### src/sv/arsb_pkg.sv
`timescale 1ns / 1ps
// Shared types, codes and the per-channel blend function of the stamp blend unit.
// No dependencies.
package arsb_pkg;

	localparam int PIX_W      = 32;
	localparam int CNT_W      = 19;
	localparam int COORD_W    = 15;  // signed, holds a 13-bit position plus or minus the radius
	localparam int POS_W      = 13;
	localparam int RAD_W      = 8;
	localparam int CFG_IDX_W  = 3;
	localparam int CFG_DATA_W = 10;
	localparam int CHAN_W     = 8;
	localparam int OPA_W      = 9;
	localparam logic [OPA_W-1:0]  OPA_FULL = 9'd256;
	localparam logic [CHAN_W-1:0] CHAN_MAX = 8'd255;

	typedef enum logic [1:0] {
		OP_STAMP = 2'd0,
		OP_WRITE = 2'd1,
		OP_READ  = 2'd2,
		OP_NOP   = 2'd3
	} opcode_t;

	typedef enum logic [CFG_IDX_W-1:0] {
		REG_PAINT_RED   = 3'd0,
		REG_PAINT_GREEN = 3'd1,
		REG_PAINT_BLUE  = 3'd2,
		REG_PAINT_ALPHA = 3'd3,
		REG_OPACITY     = 3'd4,
		REG_RADIUS      = 3'd5,
		REG_CANVAS_W    = 3'd6,
		REG_CANVAS_H    = 3'd7
	} cfg_reg_t;

	// Memory command from the sequencer to the pixel path.
	typedef struct packed {
		logic rd;     // read the entry at the address
		logic wr;     // store the write data at the address
		logic blend;  // write the blended read data back in the following cycle
	} mem_cmd_t;

	typedef struct packed {
		logic [PIX_W-1:0] pixel;
		logic             off;
		logic [CNT_W-1:0] count;
	} result_t;

	// floor(c*op/256) + floor(p*(256-op)/256), op already saturated to 256
	function automatic logic [CHAN_W-1:0] blend_chan(input logic [CHAN_W-1:0] c,
		input logic [CHAN_W-1:0] p, input logic [OPA_W-1:0] op);
		logic [16:0] prod_c;
		logic [16:0] prod_p;
		logic [9:0]  sum;
		prod_c = c * op;
		prod_p = p * (OPA_FULL - op);
		sum    = {1'b0, prod_c[16:8]} + {1'b0, prod_p[16:8]};
		return (sum > {2'b00, CHAN_MAX}) ? CHAN_MAX : sum[CHAN_W-1:0];
	endfunction

endpackage

### src/sv/arsb_cfg_regs.sv
`timescale 1ns / 1ps
// Configuration register file with saturation of the stored settings to usable values.
// Depends on arsb_pkg.
module arsb_cfg_regs import arsb_pkg::*; #(
	parameter int MAX_WIDTH  = 512,
	parameter int MAX_HEIGHT = 512,
	parameter int MAX_RADIUS = 255,
	localparam int WW = $clog2(MAX_WIDTH + 1),
	localparam int HW = $clog2(MAX_HEIGHT + 1)
) (
	input  logic                  clk,
	input  logic                  arst_n,
	input  logic                  cfg_valid,
	output logic                  cfg_ready,
	input  logic [CFG_IDX_W-1:0]  cfg_index,
	input  logic [CFG_DATA_W-1:0] cfg_data,
	output logic [PIX_W-1:0]      paint,
	output logic [OPA_W-1:0]      opacity,
	output logic [RAD_W-1:0]      radius,
	output logic [WW-1:0]         width,
	output logic [HW-1:0]         height
);

	logic [CHAN_W-1:0]     red_q, green_q, blue_q, alpha_q;
	logic [OPA_W-1:0]      opa_q;
	logic [RAD_W-1:0]      rad_q;
	logic [CFG_DATA_W-1:0] cw_q, ch_q;
	logic [13:0]           cw_ext, ch_ext;
	logic [13:0]           w_sat, h_sat;

	assign cfg_ready = 1'b1;

	always_ff @(posedge clk or negedge arst_n) begin
		if (!arst_n) begin
			red_q   <= '0;
			green_q <= '0;
			blue_q  <= '0;
			alpha_q <= CHAN_MAX;
			opa_q   <= OPA_FULL;
			rad_q   <= 8'd1;
			cw_q    <= 10'd512;
			ch_q    <= 10'd512;
		end else if (cfg_valid && cfg_ready) begin
			case (cfg_reg_t'(cfg_index))
				REG_PAINT_RED:   red_q   <= cfg_data[CHAN_W-1:0];
				REG_PAINT_GREEN: green_q <= cfg_data[CHAN_W-1:0];
				REG_PAINT_BLUE:  blue_q  <= cfg_data[CHAN_W-1:0];
				REG_PAINT_ALPHA: alpha_q <= cfg_data[CHAN_W-1:0];
				REG_OPACITY:     opa_q   <= cfg_data[OPA_W-1:0];
				REG_RADIUS:      rad_q   <= cfg_data[RAD_W-1:0];
				REG_CANVAS_W:    cw_q    <= cfg_data;
				REG_CANVAS_H:    ch_q    <= cfg_data;
				default: ;
			endcase
		end
	end

	assign paint   = {alpha_q, blue_q, green_q, red_q};
	assign opacity = (opa_q > OPA_FULL) ? OPA_FULL : opa_q;
	assign radius  = ({5'd0, rad_q} > 13'(MAX_RADIUS)) ? RAD_W'(MAX_RADIUS) : rad_q;

	// zero counts as one, oversize clamps to the store geometry
	assign cw_ext = {4'd0, cw_q};
	assign ch_ext = {4'd0, ch_q};
	assign w_sat  = (cw_ext == '0) ? 14'd1 : (cw_ext > 14'(MAX_WIDTH))  ? 14'(MAX_WIDTH)  : cw_ext;
	assign h_sat  = (ch_ext == '0) ? 14'd1 : (ch_ext > 14'(MAX_HEIGHT)) ? 14'(MAX_HEIGHT) : ch_ext;
	assign width  = w_sat[WW-1:0];
	assign height = h_sat[HW-1:0];

endmodule

### config.mk
export PLATFORM = sky130hd
export DESIGN_NAME = arsb_cfg_regs
export DESIGN_NICKNAME = d
export VERILOG_FILES = /design/src/sv/arsb_pkg.sv /design/src/sv/arsb_cfg_regs.sv
export SDC_FILE = /design/constraint.sdc
export NUM_CORES = 1
export LEC_CHECK = 0
export CORE_UTILIZATION = 45
export DETAILED_ROUTE_END_ITERATION = 8
export DONT_BUFFER_PORTS = 1
export PLACE_DENSITY_LB_ADDON = 0.08
export SLEW_MARGIN = 25
export SYNTH_ARGS = -nofsm -noshare
export SYNTH_HDL_FRONTEND = slang
export SYNTH_SLANG_ARGS = --single-unit
### constraint.sdc
create_clock -name clk -period 3.6 [get_ports clk]
set_clock_uncertainty 0.2 [all_clocks]
set_input_delay 0.36 -clock clk [delete_from_list [all_inputs] [get_ports clk]]
set_output_delay 0.36 -clock clk [all_outputs]
set_load 0.005 [all_outputs]
== Yosys cells after proc, flatten, opt, wreduce, memory -nomap -nowiden ==
Cells that the tools add are included.
Storage, ports and cells
  register bits: 69
  latch bits: 0
  bits in writable memories: 0
  ROM bits: 0
  input bits: 16
  output and inout port bits: 70
  logic and storage cells: 34
  memories: 0
Cells by class
  $add $sub $neg: 0
  multiply operators: 0
  divide/modulo/power cells: 0
  magnitude comparators: 3
  equality and inequality tests: 7
  shift-type cells: 0
  muxes and demuxes: 5
  bitwise gates (word level): 0
  reductions and logical operators: 11
Operator list (number)
  10-bit two-way mux: 4
  14-bit zero test: 2
  10-bit > comparator (second input constant): 2
  2-bit AND reduction: 8
  3-bit equality test (second input constant): 4
  9-bit > comparator (second input constant): 1
  9-bit two-way mux: 1
  3-bit by 2-bit equality test with 1-bit output (second input constant): 2
  3-bit by 1-bit equality test with 1-bit output (second input constant): 1
  3-bit zero test: 1

== Logic depth before layout (Yosys ltp) ==
  depth in word-level cells: 3
  depth in mapped cells: 4
  depth with buffers taken out: 3

== Worst setup path after synthesis ==
Ideal clock, no wire load.
  path type: input to register
  from: input cfg_valid
  to: register blue_q[0]
  library setup time: 0.125 ns
  arrival: 1.296 ns
  required time: 3.275 ns
  path slack: 1.979 ns
  stages: 4
  path buffers: 1
  cells stage by stage: buf_4 nand2b_4 nor3b_4 mux2_2
Between the ends
  word-level cells in the longest chain between the ends: 1
Ends and longest elaborated chain
  start, declared: RTL line arsb_cfg_regs.sv:13  | input logic cfg_valid,
  2-bit AND reduction (no source line)
  end signal, assigned: RTL line arsb_cfg_regs.sv:47  | REG_PAINT_BLUE: blue_q <= cfg_data[CHAN_W-1:0];
  end, declared: RTL line arsb_cfg_regs.sv:24  | logic [CHAN_W-1:0] red_q, green_q, blue_q, alpha_q;
Every way passes these cells.
A chain may end at the register's enable or synchronous reset.

== Worst setup path after layout ==
  from: register cw_q[1]
  to: output width[0]
Between the ends
  word-level cells in the longest chain between the ends: 3
  elaborated cells on any way between the ends: 4
  classes of those cells: order compare: 1; mux: 2; reduce/logical: 1
Ends and longest elaborated chain
  start, declared: RTL line arsb_cfg_regs.sv:27  | logic [CFG_DATA_W-1:0] cw_q, ch_q;
  start signal, assigned: RTL line arsb_cfg_regs.sv:51  | REG_CANVAS_W: cw_q <= cfg_data;
  10-bit > comparator: RTL line arsb_cfg_regs.sv:65  | assign w_sat = (cw_ext == '0) ? 14'd1 : (cw_ext > 14'(MAX_WIDTH)) ? 14'(MAX_WIDTH) : cw_ext;
  10-bit two-way mux: RTL line arsb_cfg_regs.sv:65
  10-bit two-way mux *: RTL line arsb_cfg_regs.sv:65
  end, declared: RTL line arsb_cfg_regs.sv:20  | output logic [WW-1:0] width,
Every way passes the cells marked *; elsewhere a longest branch is shown, timed or not.

==> flow_summary.json <==
{
  "synth_area_leaders": "dfrtp_1 (49%), mux2_2 (27%), dfstp_2 (11%)",
  "hp-start": "cfg_index[1]",
  "p_sw_w": 0.000523,
  "dpl-instance-area_sq_um": 2950,
  "ys_ff_latch": 69,
  "place_congestion": 0.741,
  "numCtsBuffers": 9,
  "ant_nets": 0,
  "io_buffer_count": 0,
  "yosysTopAreaCellShare_pct": 49.1,
  "synth_seq_area_share_pct": 59.9,
  "clk-insertion-delay-late_ps": 330,
  "diodes": 0,
  "r2r_cells": 1,
  "setup_tns_ps": 0,
  "worstPathArrival_ps": 1390,
  "max_freq_ghz": 0.513,
  "critPathMaxFanout": 3,
  "cts.sinks": 69,
  "critPathLaunchType": "flop",
  "yosys.area.top_type": "dfrtp_1",
  "syn_to_final_growth_pct": 12.9,
  "die_w_um": 82.4,
  "drt_wl_total_mm": 6.18,
  "rsz0062_at_grt": "false",
  "hold_viol_final": 0,
  "holdPathStages": 2,
  "crit_type": "flop to output pin",
  "drt-initial-drc-count": 55,
  "grt_max_degree": 70,
  "hold_path_class": "primary input to flop",
  "core_sq_um": 6060,
  "synthesis.instances": 191,
  "hold_path_end": "red_q[2]",
  "utilization_pct": 54.2,
  "clk_pin_slew_ps": 70,
  "relSlewSlack_pct": 62.0,
  "yosysWarnings": 0,
  "maxSlewViolCount": 0,
  "combPwrFrac_pct": 14.5,
  "hold_ws_ps": 113,
  "wl_per_cell_um": 21.8,
  "min_period_ps": 1950,
  "antenna_found_initial": 0,
  "p_int_w": 0.00151,
  "root_buffer": "clkbuf_8",
  "p_clk_share_pct": 30.4,
  "cts.repair.resized": 0,
  "synth.distinct_cells": 18,
  "peakVddDrop_uv": 359,
  "first_pass_iters": 4,
  "num_vias": 1620,
  "grt_overflow": 0,
  "power_leakage_nw": 1.38,
  "cts_tree": "done",
  "htreeDepth": 3,
  "grt_pass1_wl_mm": 9.42,
  "seq_power_share_pct": 55.0,
  "p_sw_share_pct": 25.8,
  "nets": 220,
  "die_height_um": 82.4,
  "clockBufferDepth": 2,
  "via_per_inst": 5.70,
  "power.density_nw_per_um2": 618,
  "nFillCells": 512,
  "p_total_w": 0.00203,
  "status": "finished, final reports clean",
  "reg2reg_to": "opa_q[8]",
  "final_area_sq_um": 3280,
  "netlist_area_sq_um": 2910,
  "grt_pass1_vias": 1660,
  "final-setup-viol-count": 0,
  "synth_nets": 207,
  "hpwl_mm": 4.06,
  "start_util_pct": 48.0,
  "dieArea_sq_um": 6790,
  "gr-usage-all-layers_pct": 20.4,
  "rows": 28,
  "finalCritPeriodShare_pct": 54.2,
  "ff2ff_setup_slack_ps": 2520,
  "synth_area_per_cell_sq_um": 15.2,
  "worst_pin_slew_ps": 566,
  "reg2reg_from": "opa_q[8]",
  "cap_violations": 0,
  "layout-drive-gt1-share_pct": 49.3,
  "end_kind": "output pin",
  "pin_count": 86,
  "cp.required_ps": 3040,
  "drc": 0
}
[kinds of logic after synthesis]
kind of cell,synth area share [%]
and+or+nand+nor,11.1
other,0.129
buffers and inverters,1.85
DFF,59.9
muxes,26.7
AOI/OAI and AO/OA,0.344
[timing repair]
| item | in CTS | in global routing |
|---|---|---|
| hold buffers | 12 | 0 |
| hold endpoints to repair | 138 | 0 |
| setup buffers | 0 | 0 |
[cells in the final DEF, fill, tap and decap left out]
cell / count
bufinv_16: 1
nor3_4: 2
nor3b_4: 2
clkbuf_1: 3
dlygate4sd3_1: 11
dfstp_2: 12
clkinv_2: 1
nor2_1: 2
nand4_2: 1
nand4b_2: 2
nand2_1: 1
dfrtp_1: 57
nor4_1: 4
a21oi_1: 2
mux2_2: 69
clkbuf_8: 11
nor2b_1: 24
nand2b_4: 1
nand4b_1: 1
buf_16: 1
conb_1: 1
[layout make-up]
class | instances | area (sq um) | share of cell area (%)
clock inverters | 2 | 35.0 | 1.07
flip-flops and latches | 69 | 1740 | 53.0
well taps | 75 | 93.8 | 2.86
multi-input cells | 112 | 1110 | 33.9
repair buffers | 12 | 138 | 4.19
clock buffers | 14 | 163 | 4.95
[sequential cells by signal, summed over array words and instances (netlist names)]
| name | cells |
|---|---|
| cw_q | 10 |
| ch_q | 10 |
| radius | 8 |
| red_q | 8 |
| blue_q | 8 |
| green_q | 8 |
| opa_q | 9 |
| alpha_q | 8 |
[synthesized netlist by cell type]
library cell / number
clkbuf_1: 5
buf_2: 1
nand2_1: 1
nor3b_4: 2
nand2b_4: 1
buf_4: 4
conb_1: 1
nor2b_1: 24
dfrtp_1: 57
dfstp_2: 12
nand4_2: 1
mux2_2: 69
nand4b_2: 2
nor4_1: 4
a21oi_1: 2
nor2_1: 2
nor3_4: 2
nand4b_1: 1
[critical path, cell delays in order (launching register included)]
cell,delay (ps)
dfrtp_1,400
nor4_1,380
a21oi_1,130
nor2_1,140
[layer usage]
| layer | part of all wire (%) | GRT usage, % | routed length, um | vias up |
|---|---|---|---|---|
| li1 | - | - | - | 697 |
| met1 | 41 | 24.7 | 2560 | 841 |
| met2 | 49 | 32.7 | 3030 | 74 |
| met3 | 8.4 | 8.24 | 520 | 8 |
| met4 | 1.3 | 7.37 | 79 | 0 |
| met5 | 0 | 0 | 0 | - |
[power groups by stage]
stage / combinational (W) / clock [W] / sequential, W
finish: 0.000294 / 0.000617 / 0.00112
floorplan: 0.000253 / 0 / 0.00107
global route: 0.000328 / 0.000668 / 0.00114
detailed placement: 0.000257 / 0 / 0.00113
CTS: 0.000301 / 0.000636 / 0.00112
global placement: 0.000244 / 0 / 0.00112
[how the worst max path moves through the flow]
stage / endpoint / cells past startpoint / startpoint / slack, ps
2_1_floorplan: blue_q[0] / 4 / cfg_valid / 1980
3_3_place_gp: green_q[0] / 3 / cfg_index[2] / 1970
3_5_place_dp: cw_q[4] / 2 / cfg_index[0] / 1950
4_1_cts: width[0] / 3 / cw_q[1] / 1680
5_1_grt: width[0] / 3 / cw_q[1] / 1540
6_report: width[0] / 3 / cw_q[1] / 1650
[per-stage QoR]
| step | setup WS (ps) | std cells |
|---|---|---|
| 2_1_floorplan | 1980 | 191 |
| 3_3_place_gp | 1970 | 256 |
| 3_5_place_dp | 1950 | 256 |
| 4_1_cts | 1680 | 284 |
| 5_1_grt | 1540 | 284 |
| 6_report | 1650 | 284 |
(Power assumes the default switching activity.)
