===== src/sv/arsb_pkg.sv =====
`timescale 1ns / 1ps
// Shared types, codes and the per-channel blend function of the stamp blend unit.
// No dependencies.
package arsb_pkg;

	localparam int PIX_W      = 32;
	localparam int CNT_W      = 19;
	localparam int COORD_W    = 15;  // signed, holds a 13-bit position plus or minus the radius
	localparam int POS_W      = 13;
	localparam int RAD_W      = 8;
	localparam int CFG_IDX_W  = 3;
	localparam int CFG_DATA_W = 10;
	localparam int CHAN_W     = 8;
	localparam int OPA_W      = 9;
	localparam logic [OPA_W-1:0]  OPA_FULL = 9'd256;
	localparam logic [CHAN_W-1:0] CHAN_MAX = 8'd255;

	typedef enum logic [1:0] {
		OP_STAMP = 2'd0,
		OP_WRITE = 2'd1,
		OP_READ  = 2'd2,
		OP_NOP   = 2'd3
	} opcode_t;

	typedef enum logic [CFG_IDX_W-1:0] {
		REG_PAINT_RED   = 3'd0,
		REG_PAINT_GREEN = 3'd1,
		REG_PAINT_BLUE  = 3'd2,
		REG_PAINT_ALPHA = 3'd3,
		REG_OPACITY     = 3'd4,
		REG_RADIUS      = 3'd5,
		REG_CANVAS_W    = 3'd6,
		REG_CANVAS_H    = 3'd7
	} cfg_reg_t;

	// Memory command from the sequencer to the pixel path.
	typedef struct packed {
		logic rd;     // read the entry at the address
		logic wr;     // store the write data at the address
		logic blend;  // write the blended read data back in the following cycle
	} mem_cmd_t;

	typedef struct packed {
		logic [PIX_W-1:0] pixel;
		logic             off;
		logic [CNT_W-1:0] count;
	} result_t;

	// floor(c*op/256) + floor(p*(256-op)/256), op already saturated to 256
	function automatic logic [CHAN_W-1:0] blend_chan(input logic [CHAN_W-1:0] c,
		input logic [CHAN_W-1:0] p, input logic [OPA_W-1:0] op);
		logic [16:0] prod_c;
		logic [16:0] prod_p;
		logic [9:0]  sum;
		prod_c = c * op;
		prod_p = p * (OPA_FULL - op);
		sum    = {1'b0, prod_c[16:8]} + {1'b0, prod_p[16:8]};
		return (sum > {2'b00, CHAN_MAX}) ? CHAN_MAX : sum[CHAN_W-1:0];
	endfunction

endpackage


===== src/sv/arsb_walker.sv =====
`timescale 1ns / 1ps
// Item sequencer: clips the stamp square, forms addresses and walks the rectangle.
// Depends on arsb_pkg.
module arsb_walker import arsb_pkg::*; #(
	parameter int MAX_WIDTH  = 512,
	parameter int MAX_HEIGHT = 512,
	localparam int WW    = $clog2(MAX_WIDTH + 1),
	localparam int HW    = $clog2(MAX_HEIGHT + 1),
	localparam int DEPTH = MAX_WIDTH * MAX_HEIGHT,
	localparam int AW    = (DEPTH > 1) ? $clog2(DEPTH) : 1
) (
	input  logic             clk,
	input  logic             arst_n,
	input  logic             in_valid,
	output logic             in_stall,
	input  logic [1:0]       opcode,
	input  logic [POS_W-1:0] pos_x,
	input  logic [POS_W-1:0] pos_y,
	input  logic [PIX_W-1:0] write_pixel,
	input  logic [RAD_W-1:0] radius,
	input  logic [WW-1:0]    width,
	input  logic [HW-1:0]    height,
	output mem_cmd_t         mem_cmd,
	output logic [AW-1:0]    mem_addr,
	output logic [PIX_W-1:0] mem_wdata,
	input  logic [PIX_W-1:0] mem_rdata,
	output logic             res_valid,
	input  logic             res_take,
	output result_t          res
);

	typedef enum logic [5:0] {
		ST_IDLE  = 6'b000001,
		ST_CLIP  = 6'b000010,
		ST_BASE  = 6'b000100,
		ST_WALK  = 6'b001000,
		ST_DRAIN = 6'b010000,
		ST_DONE  = 6'b100000
	} state_t;

	state_t            state_q;
	opcode_t           op_q;
	logic [POS_W-1:0]  x_q, y_q;
	logic [RAD_W-1:0]  rad_q;
	logic [PIX_W-1:0]  wpix_q;
	logic [WW-1:0]     col_lo_q, col_hi_q, col_q;
	logic [HW-1:0]     row_lo_q, row_hi_q, row_q;
	logic [AW-1:0]     addr_q, row_base_q;
	logic [PIX_W-1:0]  pix_q;
	logic              off_q;
	logic [CNT_W-1:0]  cnt_q;

	logic signed [COORD_W-1:0] sx, ex, sy, ey, rext, wext, hext;
	logic                      off_now;
	logic [HW+WW-1:0]          base_full;
	logic [AW-1:0]             w_addr, next_base;
	logic                      last_px;

	assign rext = signed'({{(COORD_W-RAD_W){1'b0}}, rad_q});
	assign wext = signed'({{(COORD_W-WW){1'b0}}, width});
	assign hext = signed'({{(COORD_W-HW){1'b0}}, height});
	assign sx   = signed'({{(COORD_W-POS_W){x_q[POS_W-1]}}, x_q}) - rext;
	assign ex   = signed'({{(COORD_W-POS_W){x_q[POS_W-1]}}, x_q}) + rext;
	assign sy   = signed'({{(COORD_W-POS_W){y_q[POS_W-1]}}, y_q}) - rext;
	assign ey   = signed'({{(COORD_W-POS_W){y_q[POS_W-1]}}, y_q}) + rext;
	assign off_now = (ex < 0) || (ey < 0) || (sx >= wext) || (sy >= hext);

	assign base_full = row_lo_q * width + {{HW{1'b0}}, col_lo_q};
	assign w_addr    = AW'(width);
	assign next_base = row_base_q + w_addr;
	assign last_px   = (col_q == col_hi_q) && (row_q == row_hi_q);

	always_ff @(posedge clk) begin
		case (state_q)
			ST_IDLE: begin
				x_q    <= pos_x;
				y_q    <= pos_y;
				wpix_q <= write_pixel;
				rad_q  <= (opcode_t'(opcode) == OP_STAMP) ? radius : '0;
			end
			ST_CLIP: begin
				col_lo_q <= (sx < 0) ? '0 : sx[WW-1:0];
				col_hi_q <= (ex >= wext) ? width - 1'b1 : ex[WW-1:0];
				row_lo_q <= (sy < 0) ? '0 : sy[HW-1:0];
				row_hi_q <= (ey >= hext) ? height - 1'b1 : ey[HW-1:0];
			end
			ST_BASE: begin
				addr_q     <= base_full[AW-1:0];
				row_base_q <= base_full[AW-1:0];
				col_q      <= col_lo_q;
				row_q      <= row_lo_q;
			end
			ST_WALK: begin
				if (col_q == col_hi_q) begin
					col_q      <= col_lo_q;
					row_q      <= row_q + 1'b1;
					row_base_q <= next_base;
					addr_q     <= next_base;
				end else begin
					col_q  <= col_q + 1'b1;
					addr_q <= addr_q + 1'b1;
				end
			end
			default: ;
		endcase
	end

	always_ff @(posedge clk or negedge arst_n) begin
		if (!arst_n) begin
			state_q <= ST_IDLE;
			op_q    <= OP_NOP;
			off_q   <= 1'b0;
			cnt_q   <= '0;
			pix_q   <= '0;
		end else begin
			case (state_q)
				ST_IDLE: begin
					if (in_valid) begin
						op_q    <= opcode_t'(opcode);
						off_q   <= 1'b0;
						cnt_q   <= '0;
						pix_q   <= '0;
						state_q <= ST_CLIP;
					end
				end
				ST_CLIP: begin
					if (op_q == OP_NOP) begin
						state_q <= ST_DONE;
					end else if (off_now) begin
						off_q   <= 1'b1;
						state_q <= ST_DONE;
					end else begin
						state_q <= ST_BASE;
					end
				end
				ST_BASE: state_q <= ST_WALK;
				ST_WALK: begin
					if (op_q != OP_READ) begin
						cnt_q <= cnt_q + 1'b1;
					end
					if (op_q != OP_STAMP || last_px) begin
						state_q <= ST_DRAIN;
					end
				end
				ST_DRAIN: begin
					if (op_q == OP_READ) begin
						pix_q <= mem_rdata;
					end
					state_q <= ST_DONE;
				end
				ST_DONE: begin
					if (res_take) begin
						state_q <= ST_IDLE;
					end
				end
				default: state_q <= ST_IDLE;
			endcase
		end
	end

	assign in_stall = (state_q != ST_IDLE);

	always_comb begin
		mem_cmd = '0;
		if (state_q == ST_WALK) begin
			mem_cmd.rd    = (op_q == OP_STAMP) || (op_q == OP_READ);
			mem_cmd.wr    = (op_q == OP_WRITE);
			mem_cmd.blend = (op_q == OP_STAMP);
		end
	end

	assign mem_addr  = addr_q;
	assign mem_wdata = wpix_q;

	assign res_valid = (state_q == ST_DONE);
	assign res.pixel = pix_q;
	assign res.off   = off_q;
	assign res.count = cnt_q;

endmodule


===== config.mk =====
export PLATFORM = sky130hd
export DESIGN_NAME = arsb_walker
export DESIGN_NICKNAME = d
export VERILOG_FILES = /design/src/sv/arsb_pkg.sv /design/src/sv/arsb_walker.sv
export SDC_FILE = /design/constraint.sdc
export NUM_CORES = 1
export LEC_CHECK = 0
export ABC_AREA = 1
export CAP_MARGIN = 15
export CORE_MARGIN = 2
export CORE_UTILIZATION = 30
export CTS_CLUSTER_DIAMETER = 40
export CTS_CLUSTER_SIZE = 20
export DETAILED_ROUTE_END_ITERATION = 10
export DONT_BUFFER_PORTS = 1
export GPL_ROUTABILITY_DRIVEN = 0
export MAX_ROUTING_LAYER = met4
export PLACE_DENSITY = 0.52
export SLEW_MARGIN = 5
export SYNTH_ARGS = -nofsm -noshare
export SYNTH_HDL_FRONTEND = slang
export SYNTH_SLANG_ARGS = --single-unit

===== constraint.sdc =====
create_clock -name clk -period 4.5 [get_ports clk]
set_input_delay 0.675 -clock clk [delete_from_list [all_inputs] [get_ports clk]]
set_output_delay 0.675 -clock clk [all_outputs]
set_load 0.02 [all_outputs]

=== Word level (Yosys, flattened, before mapping) ===
Cells that the tools add are included.

* Bits in registers: 222
* Input port bits: 124
* Output and inout port bits: 107
* Word-level logic and storage cells: 105

* Magnitude comparators: 8
* Add/subtract/negate cells: 12
* Multiplexer cells: 27
* Multipliers: 1
* Equal/unequal tests: 21
* Reduce and logical (&&, ||, !) cells: 19

{| class="wikitable"
|+ Operators by type and width
! cell !! count
|-
| one-hot mux 18 bit (2 select lines) || 2
|-
| two-way mux 32 bit || 2
|-
| one-hot mux 32 bit (2 select lines) || 1
|-
| >= comparator 14 x 11 -> 1 bit || 4
|-
| < comparator 14 x 1 -> 1 bit, second input constant || 4
|-
| two-way mux 10 bit || 4
|-
| one-hot mux 10 bit (2 select lines) || 2
|-
| two-way mux 19 bit || 2
|-
| one-hot mux 19 bit (2 select lines) || 1
|-
| adder 18 x 10 -> 18 bit || 2
|-
| two-way mux 18 bit || 2
|-
| one-hot mux 6 bit (6 select lines) || 1
|-
| two-way mux 6 bit || 5
|-
| adder 13 x 9 -> 14 bit || 2
|-
| subtractor 13 x 9 -> 14 bit || 2
|-
| adder 10 x 1 -> 10 bit, second input constant || 2
|-
| equality test 10 bit || 2
|-
| subtractor 10 x 1 -> 10 bit, second input constant || 2
|-
| adder 19 x 1 -> 19 bit, second input constant || 1
|-
| adder 18 x 1 -> 18 bit, second input constant || 1
|-
| multiplier 10 x 10 -> 18 bit || 1
|-
| != test 2 bit, second input constant || 8
|-
| nonzero test 2 bit || 5
|-
| AND reduction 3 bit || 3
|-
| 18 further kinds || 27
|}

=== Longest topological paths before layout ===
Gate-level depths: netlist (run 1).

* Depth after elaboration: 8
* Mapped depth: 23
* Gate-level depth less buffers: 22

=== Worst setup path after synthesis (run 1) ===
Ideal clock, no wire load.

* Path kind: input port to flip-flop
* Start point: input port width[3]
* End point: register addr_q[15], in the netlist mem_addr[15], data pin
* Stages on the path: 20
* Required time: 4238 ps
* Arrival time: 4989 ps
* Path buffers: 1
* Setup slack: -751 ps
* Library setup time: 262 ps
* Path through: clkbuf_1 -> nand2_1 -> fa_1 -> inv_1 -> fa_1 -> inv_1 -> fa_1 -> inv_1 -> fa_1 -> inv_1 -> fa_1 -> inv_1 -> ha_1 -> a21oi_1 -> o21ai_0 -> nand2_1 -> nand3_1 -> a31o_2 -> o21ai_0 -> nand2_1

* Word-level cells in the longest chain between the ends: 3
* Elaborated cells on any way between the ends: 5
* Classes of those cells: 2 x add/sub; 1 x mul; 2 x mux

{| class="wikitable"
|+ RTL lines
! what !! line !! text
|-
| start, declared || arsb_walker.sv:21 || <nowiki>input logic [WW-1:0] width,</nowiki>
|-
| multiplier 10 x 10 -> 18 bit / adder 18 x 10 -> 18 bit (equally long branches) || arsb_walker.sv:68, arsb_walker.sv:70 ||
|-
| adder 18 x 10 -> 18 bit / two-way mux 18 bit (equally long branches) || arsb_walker.sv:68, arsb_walker.sv:94 ||
|-
| one-hot mux 18 bit (2 select lines) (*) || arsb_walker.sv:74 || <nowiki>case (state_q)</nowiki>
|-
| end signal, assigned || arsb_walker.sv:88 || <nowiki>addr_q <= base_full[AW-1:0];</nowiki>
|-
| end signal, assigned || arsb_walker.sv:98 || <nowiki>addr_q <= next_base;</nowiki>
|-
| end signal, assigned || arsb_walker.sv:101 || <nowiki>addr_q <= addr_q + 1'b1;</nowiki>
|-
| end, declared || arsb_walker.sv:48 || <nowiki>logic [AW-1:0] addr_q, row_base_q;</nowiki>
|}

Every way passes the cells marked *; elsewhere a longest branch is shown, timed or not.
A chain may end at the register's enable or synchronous reset.

=== Worst setup path after layout (run 1) ===
* Start point: register row_lo_q[7]
* End point: register addr_q[15], in the netlist mem_addr[15], data pin

* Word-level cells in the longest chain between the ends: 3

{| class="wikitable"
|+ RTL lines
! what !! line !! text
|-
| start, declared || arsb_walker.sv:47 || <nowiki>logic [HW-1:0] row_lo_q, row_hi_q, row_q;</nowiki>
|-
| start signal, assigned || arsb_walker.sv:84 || <nowiki>row_lo_q <= (sy < 0) ? '0 : sy[HW-1:0];</nowiki>
|-
| multiplier 10 x 10 -> 18 bit || arsb_walker.sv:68 || <nowiki>assign base_full = row_lo_q * width + {{HW{1'b0}}, col_lo_q};</nowiki>
|-
| adder 18 x 10 -> 18 bit || arsb_walker.sv:68 ||
|-
| one-hot mux 18 bit (2 select lines) || arsb_walker.sv:74 ||
|}

Every way passes these cells.

==> results.yml, run 1 <==
logic_synthesis:
  synth.distinct_cells: 51
  synth.top_cells.by_area: "edfxtp_1 28%, nand2_1 10%, ha_1 9.9%"
  synth_most_common_cell: "nand2_1"
  postSynthAreaPerCell_um2: 8.347
  netlist.area_leader.share_pct: 28.13
  yosysTopAreaCell: "edfxtp_1"
  synthTopCellsByCount: "464 x nand2_1, 373 x inv_1, 162 x edfxtp_1"
  ys_ff_latch: 222
  syn_nets: 2409
  ys_seq_area_share_pct: 36.83
  ys_warn_count: 0
  ys.flop_type: "edfxtp_1"
  async_flop_share_pct: 27.03
  synth_edf_count: 162
  synth_area_mm2: 0.01729
  synthCells: 2072
timing:
  period_needed_ns: 4.801
  final-setup-viol-count: 17
  clock_skew_ns: 0.02635
  rsz0062_at_grt: "yes"
  slew_violations: 0
  worst_slack_ns: -0.3013
  slew-limit-headroom_pct: 32.86
  worst_slew_pin_slew_ns: 1.006
  finalCritPeriodShare_pct: 106.7
  hold_viol: 0
  setup_tns_ns: -3.953
  max_freq_mhz: 208.3
setup_path:
  crit_family: "adder cells"
  crit_buf_inv: 6
  max_stage_delay_ns: 0.53
  worstPathMaxFanout: 5
  rr_startpoint: "row_lo_q[7]"
  worstSetupPathType: "register to register"
  crit_required_ns: 4.81
  cp_common_cell: "fa_1"
  worst-endpoint-arrival_ns: 5.11
  slowest_stage: "fa_1"
  crit_path_start_kind: "register"
  cp-startpoint: "row_lo_q[7]"
  crit_path_end_kind: "register"
  cp_cell_sequence: "buf_4 -> nand2_4 -> fa_1 -> inv_1 -> fa_1 -> inv_1 -> fa_1 -> inv_1 -> fa_1 -> inv_1 -> fa_1 -> inv_2 -> ha_4 -> a21oi_2 -> o21ai_1 -> nand2_1 -> nand3_2 -> a31o_4 -> o21ai_2 -> nand2_1"
drt:
  drt_iter0_drc: 1023
  drt-total-wl_mm: 49.62
  drc: 0
  drtPass1Iterations: 6
  detail-route-antenna-nets: 0
  wl_per_cell_um: 16.81
  route.vias.total: 14050
  vias_per_cell: 4.762
floorplan:
  die-area_mm2: 0.05958
  start_util_pct: 30.15
  core_mm2: 0.05737
  die_x_um: 244.1
  rows: 88
  ios: 231
  die_y_um: 244.1
clocking:
  cts_made_buffers: 44
  clk_path_buf_depth: 3
  path_clk_slew_ns: 0.06
  cts_root_buf: "clkbuf_16"
  cts-htree-levels: 2
  clk-insertion-delay-late_ns: 0.57
  cts_sinks: 222
  cts_tree: "built"
final_layout:
  fillers: 5750
  area_delta_synth_final_pct: 20.94
  drive_gt1_share_pct: 14.68
  ff_latch_area_mm2: 0.006370
  multi_input_area_mm2: 0.009808
  n_antenna_cell: 0
  finalNetCount: 2489
  finalNonFillerCells: 2951
  design_area_mm2: 0.02092
hold_path:
  holdCritStartpoint: "opcode[1]"
  hold_class: "input pin to register"
status:
  status: "finished, violations left"
  violations: "setup timing"
global_routing:
  overflow: 0
  grt_first_pass_wirelength_mm: 77.44
  grt_usage_pct: 16.84
  grt_max_degree: 68
  first_global_vias: 14350
  antenna_found_initial: 0
place:
  dp.cells: 2845
  io_buffers: 0
  dp_hpwl_mm: 38.13
  placed_area_mm2: 0.01870
  pre_cts_slack_ns: -0.3610
job:
  max_cap_violations: 0
## state kept, by name, summed over array words and instances (netlist names), 2 cells and up
register,cells
row_lo_q,10
col_hi_q,10
state_q,6
mem_addr,18
row_hi_q,10
mem_wdata,32
y_q,13
col_lo_q,10
col_q,10
x_q,13
cnt_q,19
pix_q,32
row_base_q,18
op_q,2
rad_q,8
row_q,10
## timing repair
| item | in CTS | in global routing |
|---|---|---|
| gates resized for setup | 34 | 84 |
| gates cloned | 0 | 2 |
| setup endpoints to repair | 26 | 26 |
| buffers inserted | 9 | 15 |
| hold endpoints to repair | 60 | 0 |
| pin swaps | 31 | 51 |
| hold buffers | 2 | 0 |
## path summary, 6_finish.rpt
kind	slack [ns]	to	cells past startpoint
setup / recovery	-0.30	mem_addr[15]	20
hold / removal	0.19	op_q[1]	2
setup reg to reg	-0.30	mem_addr[15]	20
min in group asynchronous	0.66	pix_q[5]	2
hold reg to reg	0.51	op_q[1]	2
max in group asynchronous	3.53	state_q[0]	2
## routing by layer
layer | share of wire, % | global-route usage [%] | wire, µm
met5 | 0 | - | 0
met4 | 3.4 | 6.295 | 1690
met3 | 5.2 | 3.424 | 2560
met2 | 48 | 27.83 | 23930
met1 | 43 | 20.27 | 21440
## cell type report
type / count / area share (%)
inverters: 385 / 6.916
flip-flops and latches: 222 / 30.46
multi-input cells: 1409 / 46.90
well taps: 765 / 4.576
clock inverters: 31 / 1.837
clock buffers: 49 / 5.456
repair buffers: 90 / 3.865
## per-stage QoR
step           hold WS (ns)  util, %
6_report             0.1901    36.46
3_3_place_gp         0.3805    32.60
4_1_cts              0.1530    35.67
5_1_grt              0.1652    36.46
3_5_place_dp         0.3802    32.60
2_1_floorplan        0.3794        -
## layout by cell type, fill, tap and decap left out, types with 31 or more instances in the layout
cell type	instances
ha_1	122
nand3_1	136
xor2_1	70
buf_4	67
fa_1	74
xnor2_1	34
nand2_1	438
o21ai_0	80
edfxtp_1	162
inv_1	358
a21oi_1	65
nand4_1	31
nor3_1	34
nor2_1	122
dfrtp_1	57
clkbuf_16	46
## kinds of logic (layout without fill, tap and decap cells)
| kind of cell | count (synthesis) | after routing | share of synthesized area [%] |
|---|---|---|---|
| compound gates | 244 | 244 | 8.002 |
| xor+xnor | 106 | 106 | 5.368 |
| fa+ha+maj | 213 | 213 | 18.71 |
| buf+inv | 441 | 555 | 9.810 |
| flops | 222 | 222 | 36.83 |
| simple gates | 846 | 846 | 21.28 |
Power of run 1 is not shown: default switching activity piles up to over one toggle a cycle in this logic, so the estimate is an artifact.
==> run 2: changes to the inputs <==
- CORE_ASPECT_RATIO: unset -> 0.9
==> run 2 against run 1 <==
- the run still ends with setup timing left
- non-clock buffer count shrank 2
- first-iteration DRC count up 3.4%
- fmax is 1.1% higher
- clock-buffer cell count is 4 lower
- core utilization fell by 0.18 points
- critical endpoint is now row_base_q[13]
- highest routed layer unchanged
==> results.yml, run 2 (same netlist as run 1, synthesis figures left out) <==
clocking:
  clk-insertion-delay-late_ns: 0.57
  cts_root_buf: "clkbuf_16"
  path_clk_slew_ns: 0.06
  cts_tree: "built"
  cts-htree-levels: 2
  cts_made_buffers: 43
  clk_path_buf_depth: 3
  cts_sinks: 222
floorplan:
  rows: 83
  die-area_mm2: 0.05959
  die_y_um: 231.8
  ios: 231
  die_x_um: 257.1
  start_util_pct: 30.33
  core_mm2: 0.05701
setup_path:
  cp_common_cell: "fa_1"
  crit_family: "adder cells"
  worst-endpoint-arrival_ns: 5.05
  worstSetupPathType: "register to register"
  crit_path_start_kind: "register"
  max_stage_delay_ns: 0.54
  worstPathMaxFanout: 5
  crit_required_ns: 4.80
  slowest_stage: "fa_1"
  cp_cell_sequence: "buf_6 -> nand2_4 -> fa_1 -> inv_2 -> fa_1 -> inv_1 -> fa_1 -> inv_1 -> fa_1 -> inv_2 -> fa_1 -> inv_2 -> ha_4 -> nand2_4 -> o21ai_2 -> nand2_2 -> nand3_4 -> buf_4 -> a21oi_1 -> o21ai_1 -> nand2_1"
  crit_buf_inv: 7
  crit_path_end_kind: "register"
global_routing:
  first_global_vias: 14110
  overflow: 0
  grt_max_degree: 65
  grt_first_pass_wirelength_mm: 77.27
  grt_usage_pct: 16.88
  antenna_found_initial: 1
timing:
  finalCritPeriodShare_pct: 105.5
  worst_slew_pin_slew_ns: 1.009
  max_freq_mhz: 210.6
  rsz0062_at_grt: "yes"
  worst_slack_ns: -0.2481
  slew_violations: 0
  final-setup-viol-count: 20
  slew-limit-headroom_pct: 32.68
  clock_skew_ns: 0.02977
  period_needed_ns: 4.748
  hold_viol: 0
job:
  max_cap_violations: 0
drt:
  drc: 0
  drtPass1Iterations: 5
  drt-total-wl_mm: 49.60
  vias_per_cell: 4.760
  detail-route-antenna-nets: 0
  wl_per_cell_um: 16.81
  route.vias.total: 14040
  drt_iter0_drc: 1058
status:
  violations: "setup timing"
  status: "finished, violations left"
final_layout:
  finalNetCount: 2486
  drive_gt1_share_pct: 13.37
  mostFrequentLayoutCells: "446 x nand2_1, 358 x inv_1, 162 x edfxtp_1, 137 x nand3_1"
  design_area_mm2: 0.02069
  area_delta_synth_final_pct: 19.61
  layout_commonest_cell: "nand2_1"
place:
  dp_hpwl_mm: 38.57
  placed_area_mm2: 0.01871
  io_buffers: 0
hold_path:
  hold_class: "input pin to register"
run 2: stage by stage:
stage | hold WS (ns) | setup TNS [ns] | util, % | setup WS (ns) | std cells
after floorplan | 0.3794 | -2.078 | - | -0.2799 | 2072
after global placement | 0.3806 | -4.762 | 32.81 | -0.3160 | 2849
after detailed placement | 0.3805 | -5.874 | 32.81 | -0.3662 | 2849
after CTS | 0.1534 | -2.550 | 35.87 | -0.2030 | 2939
after global routing | 0.1596 | -7.392 | 36.28 | -0.4357 | 2950
final | 0.1993 | -3.546 | 36.28 | -0.2481 | 2950
run 2: final cells by class:
class | count | area, µm²
clock inverters | 35 | 454.2
multi-input cells | 1409 | 9648
repair buffers | 88 | 724.4
diodes | 1 | 2.502
clock buffers | 45 | 1084
fillers | 5803 | 36330
flip-flops and latches | 222 | 6370
inverters | 385 | 1446
well taps | 765 | 957.2
run 2: path summary, 6_finish.rpt:
check	start	to	slack, ns	cells after the start
worst max-delay path	row_lo_q[7]	row_base_q[13]	-0.25	21
min in group asynchronous	arst_n	pix_q[5]	0.73	2
worst min-delay path	opcode[1]	op_q[1]	0.20	2
worst max register to register	row_lo_q[7]	row_base_q[13]	-0.25	21
max in group asynchronous	arst_n	state_q[0]	3.47	2
worst min register to register	op_q[1]	op_q[1]	0.51	2
run 2: layer usage:
metal	global-route usage [%]	vias to the layer above	wire length, µm	share of wire, %
met5	-	-	0	0
met4	5.669	0	1232	2.5
met3	3.242	78	3385	6.8
met2	26.42	455	22840	46
met1	21.95	6648	22140	45
li1	-	6860	-	-
run 2: worst register-to-register path, delay by kind of cell, from the launching register on:
kind / cells / cell delay, ns
flip-flops: 1 / 0.52
AND/OR/NAND/NOR: 5 / 0.37
buffers and inverters: 7 / 0.51
AO/OA/AOI/OAI: 3 / 0.33
adder cells (fa/ha/maj): 6 / 2.75
run 2: timing repair:
item                                    4_1_cts  5_1_grt
buffers inserted                              8        9
resized for setup                            27       50
endpoints found under the hold margin        60        0
pin swaps                                    11       22
hold buffers                                  2        0
gates cloned                                  0        1
endpoints found under the setup margin       25       25
Power of run 2 is left out for the same reason.
==> run 3: changes to the inputs <==
- SETUP_SLACK_MARGIN: unset -> 0.1
==> run 3 against run 2 <==
- the flow still finishes with violations (setup timing)
- wire length grew 0.99%
- clock skew up 0.0014 ns
- final cell count grew 0.34%
- clock-buffer cell count rose by 4
- first-iteration DRC count decreased by 17%
- via count down 0.15%
- non-clock buffer count increased by 9
- fmax rose by 1.9%
- sequential share of layout area decreased by 0.66 points
- critical path depth is 4 lower
- critical path type unchanged
==> results.yml, run 3 (same netlist as run 1, synthesis figures left out) <==
final_layout:
  design_area_mm2: 0.02114
  finalNetCount: 2496
  fillers: 5779
  finalNonFillerCells: 2960
  area_delta_synth_final_pct: 22.23
  mostFrequentLayoutCells: "427 x nand2_1, 352 x inv_1, 162 x edfxtp_1, 134 x nand3_1, 124 x nor2_1"
  layout_commonest_cell: "nand2_1"
  n_antenna_cell: 0
  drive_gt1_share_pct: 15.81
place:
  dp_hpwl_mm: 39.06
  placed_area_mm2: 0.01874
  io_buffers: 0
  dp.cells: 2852
floorplan:
  die_y_um: 231.8
  core_mm2: 0.05701
  ios: 231
  rows: 83
  start_util_pct: 30.33
  die_x_um: 257.1
  die-area_mm2: 0.05959
global_routing:
  first_global_vias: 14170
  grt_max_degree: 68
  antenna_found_initial: 0
  grt_usage_pct: 17.22
  overflow: 0
  grt_first_pass_wirelength_mm: 78.39
setup_path:
  worst-endpoint-arrival_ns: 4.96
  crit_path_start_kind: "register"
  crit_family: "adder cells"
  cp_cell_sequence: "buf_6 -> nand2_1 -> inv_1 -> fa_1 -> fa_1 -> fa_1 -> fa_1 -> inv_1 -> fa_1 -> inv_2 -> ha_4 -> a21o_1 -> a21boi_2 -> nand3_4 -> a31o_4 -> o21ai_2 -> nand2_1"
  crit_buf_inv: 4
  cp_common_cell: "fa_1"
  crit_required_ns: 4.80
  worstSetupPathType: "register to register"
  crit_path_end_kind: "register"
  max_stage_delay_ns: 0.57
  worstPathMaxFanout: 6
  slowest_stage: "fa_1"
timing:
  max_freq_mhz: 214.7
  final-setup-viol-count: 17
  worst_slack_ns: -0.1587
  slew-limit-headroom_pct: 31.64
  slew_violations: 0
  finalCritPeriodShare_pct: 103.5
  clock_skew_ns: 0.03119
  period_needed_ns: 4.659
  rsz0062_at_grt: "yes"
  hold_viol: 0
  whs_ns: 0.1977
  worst_slew_pin_slew_ns: 1.024
clocking:
  cts_sinks: 222
  cts-htree-levels: 2
  path_clk_slew_ns: 0.05
  cts_tree: "built"
  cts_root_buf: "clkbuf_16"
  clk_path_buf_depth: 3
  clk-insertion-delay-late_ns: 0.57
  cts_made_buffers: 44
drt:
  detail-route-antenna-nets: 0
  drt-total-wl_mm: 50.09
  vias_per_cell: 4.736
  drtPass1Iterations: 5
  route.vias.total: 14020
  wl_per_cell_um: 16.92
  drc: 0
  drt_iter0_drc: 881
status:
  status: "finished, violations left"
  violations: "setup timing"
hold_path:
  hold_class: "input pin to register"
job:
  max_cap_violations: 0
-- run 3: cell types whose count changed in the layout (fill, tap and decap cells not counted), sizes merged --
cell	change
clkbuf	+4
bufinv	-2
diode	-1
clkinv	+3
clkinvlp	-3
buf	+9
-- run 3: metal layers --
layer  share of wire (%)  vias to the layer above  global-route usage, %
li1                    -                     6884                      -
met1                  46                     6700                  22.16
met2                  46                      353                  27.42
met3                 5.1                       83                  2.947
met4                 3.0                        0                  5.941
met5                   0                        -                      -
-- run 3: through the flow --
stage          TNS [ns]  utilization, %  worst slack (ns)
3_5_place_dp     -5.146           32.87           -0.3393
3_3_place_gp     -4.455           32.87           -0.3120
6_report         -1.370           37.08           -0.1587
4_1_cts          -1.331           36.39           -0.1677
5_1_grt          -4.662           37.08           -0.3438
2_1_floorplan    -2.093               -           -0.2799
-- run 3: worst paths after layout --
| kind | start | slack (ns) | depth (start not counted) | to |
|---|---|---|---|---|
| setup / recovery | row_lo_q[5] | -0.16 | 17 | row_base_q[15] |
| hold / removal | write_pixel[29] | 0.20 | 0 | mem_wdata[29] |
| setup reg to reg | row_lo_q[5] | -0.16 | 17 | row_base_q[15] |
| hold reg to reg | op_q[1] | 0.51 | 2 | op_q[1] |
| max in group asynchronous | arst_n | 3.53 | 2 | state_q[0] |
| min in group asynchronous | arst_n | 0.68 | 2 | state_q[1] |
-- run 3: layout make-up --
type | count | area (µm²) | area share (%)
multi-input cells | 1409 | 9963 | 47.13
flip-flops and latches | 222 | 6370 | 30.13
inverters | 385 | 1446 | 6.842
clock buffers | 49 | 1162 | 5.499
well taps | 765 | 957.2 | 4.528
repair buffers | 97 | 910.9 | 4.309
clock inverters | 33 | 329.1 | 1.557
-- run 3: repair_timing --
action,4_1_cts,5_1_grt
endpoints found under the setup margin,26,24
pin swaps,66,56
hold buffers,2,0
hold endpoints to repair,60,0
resized for setup,93,75
buffers inserted,14,11
Power of run 3 is left out for the same reason.
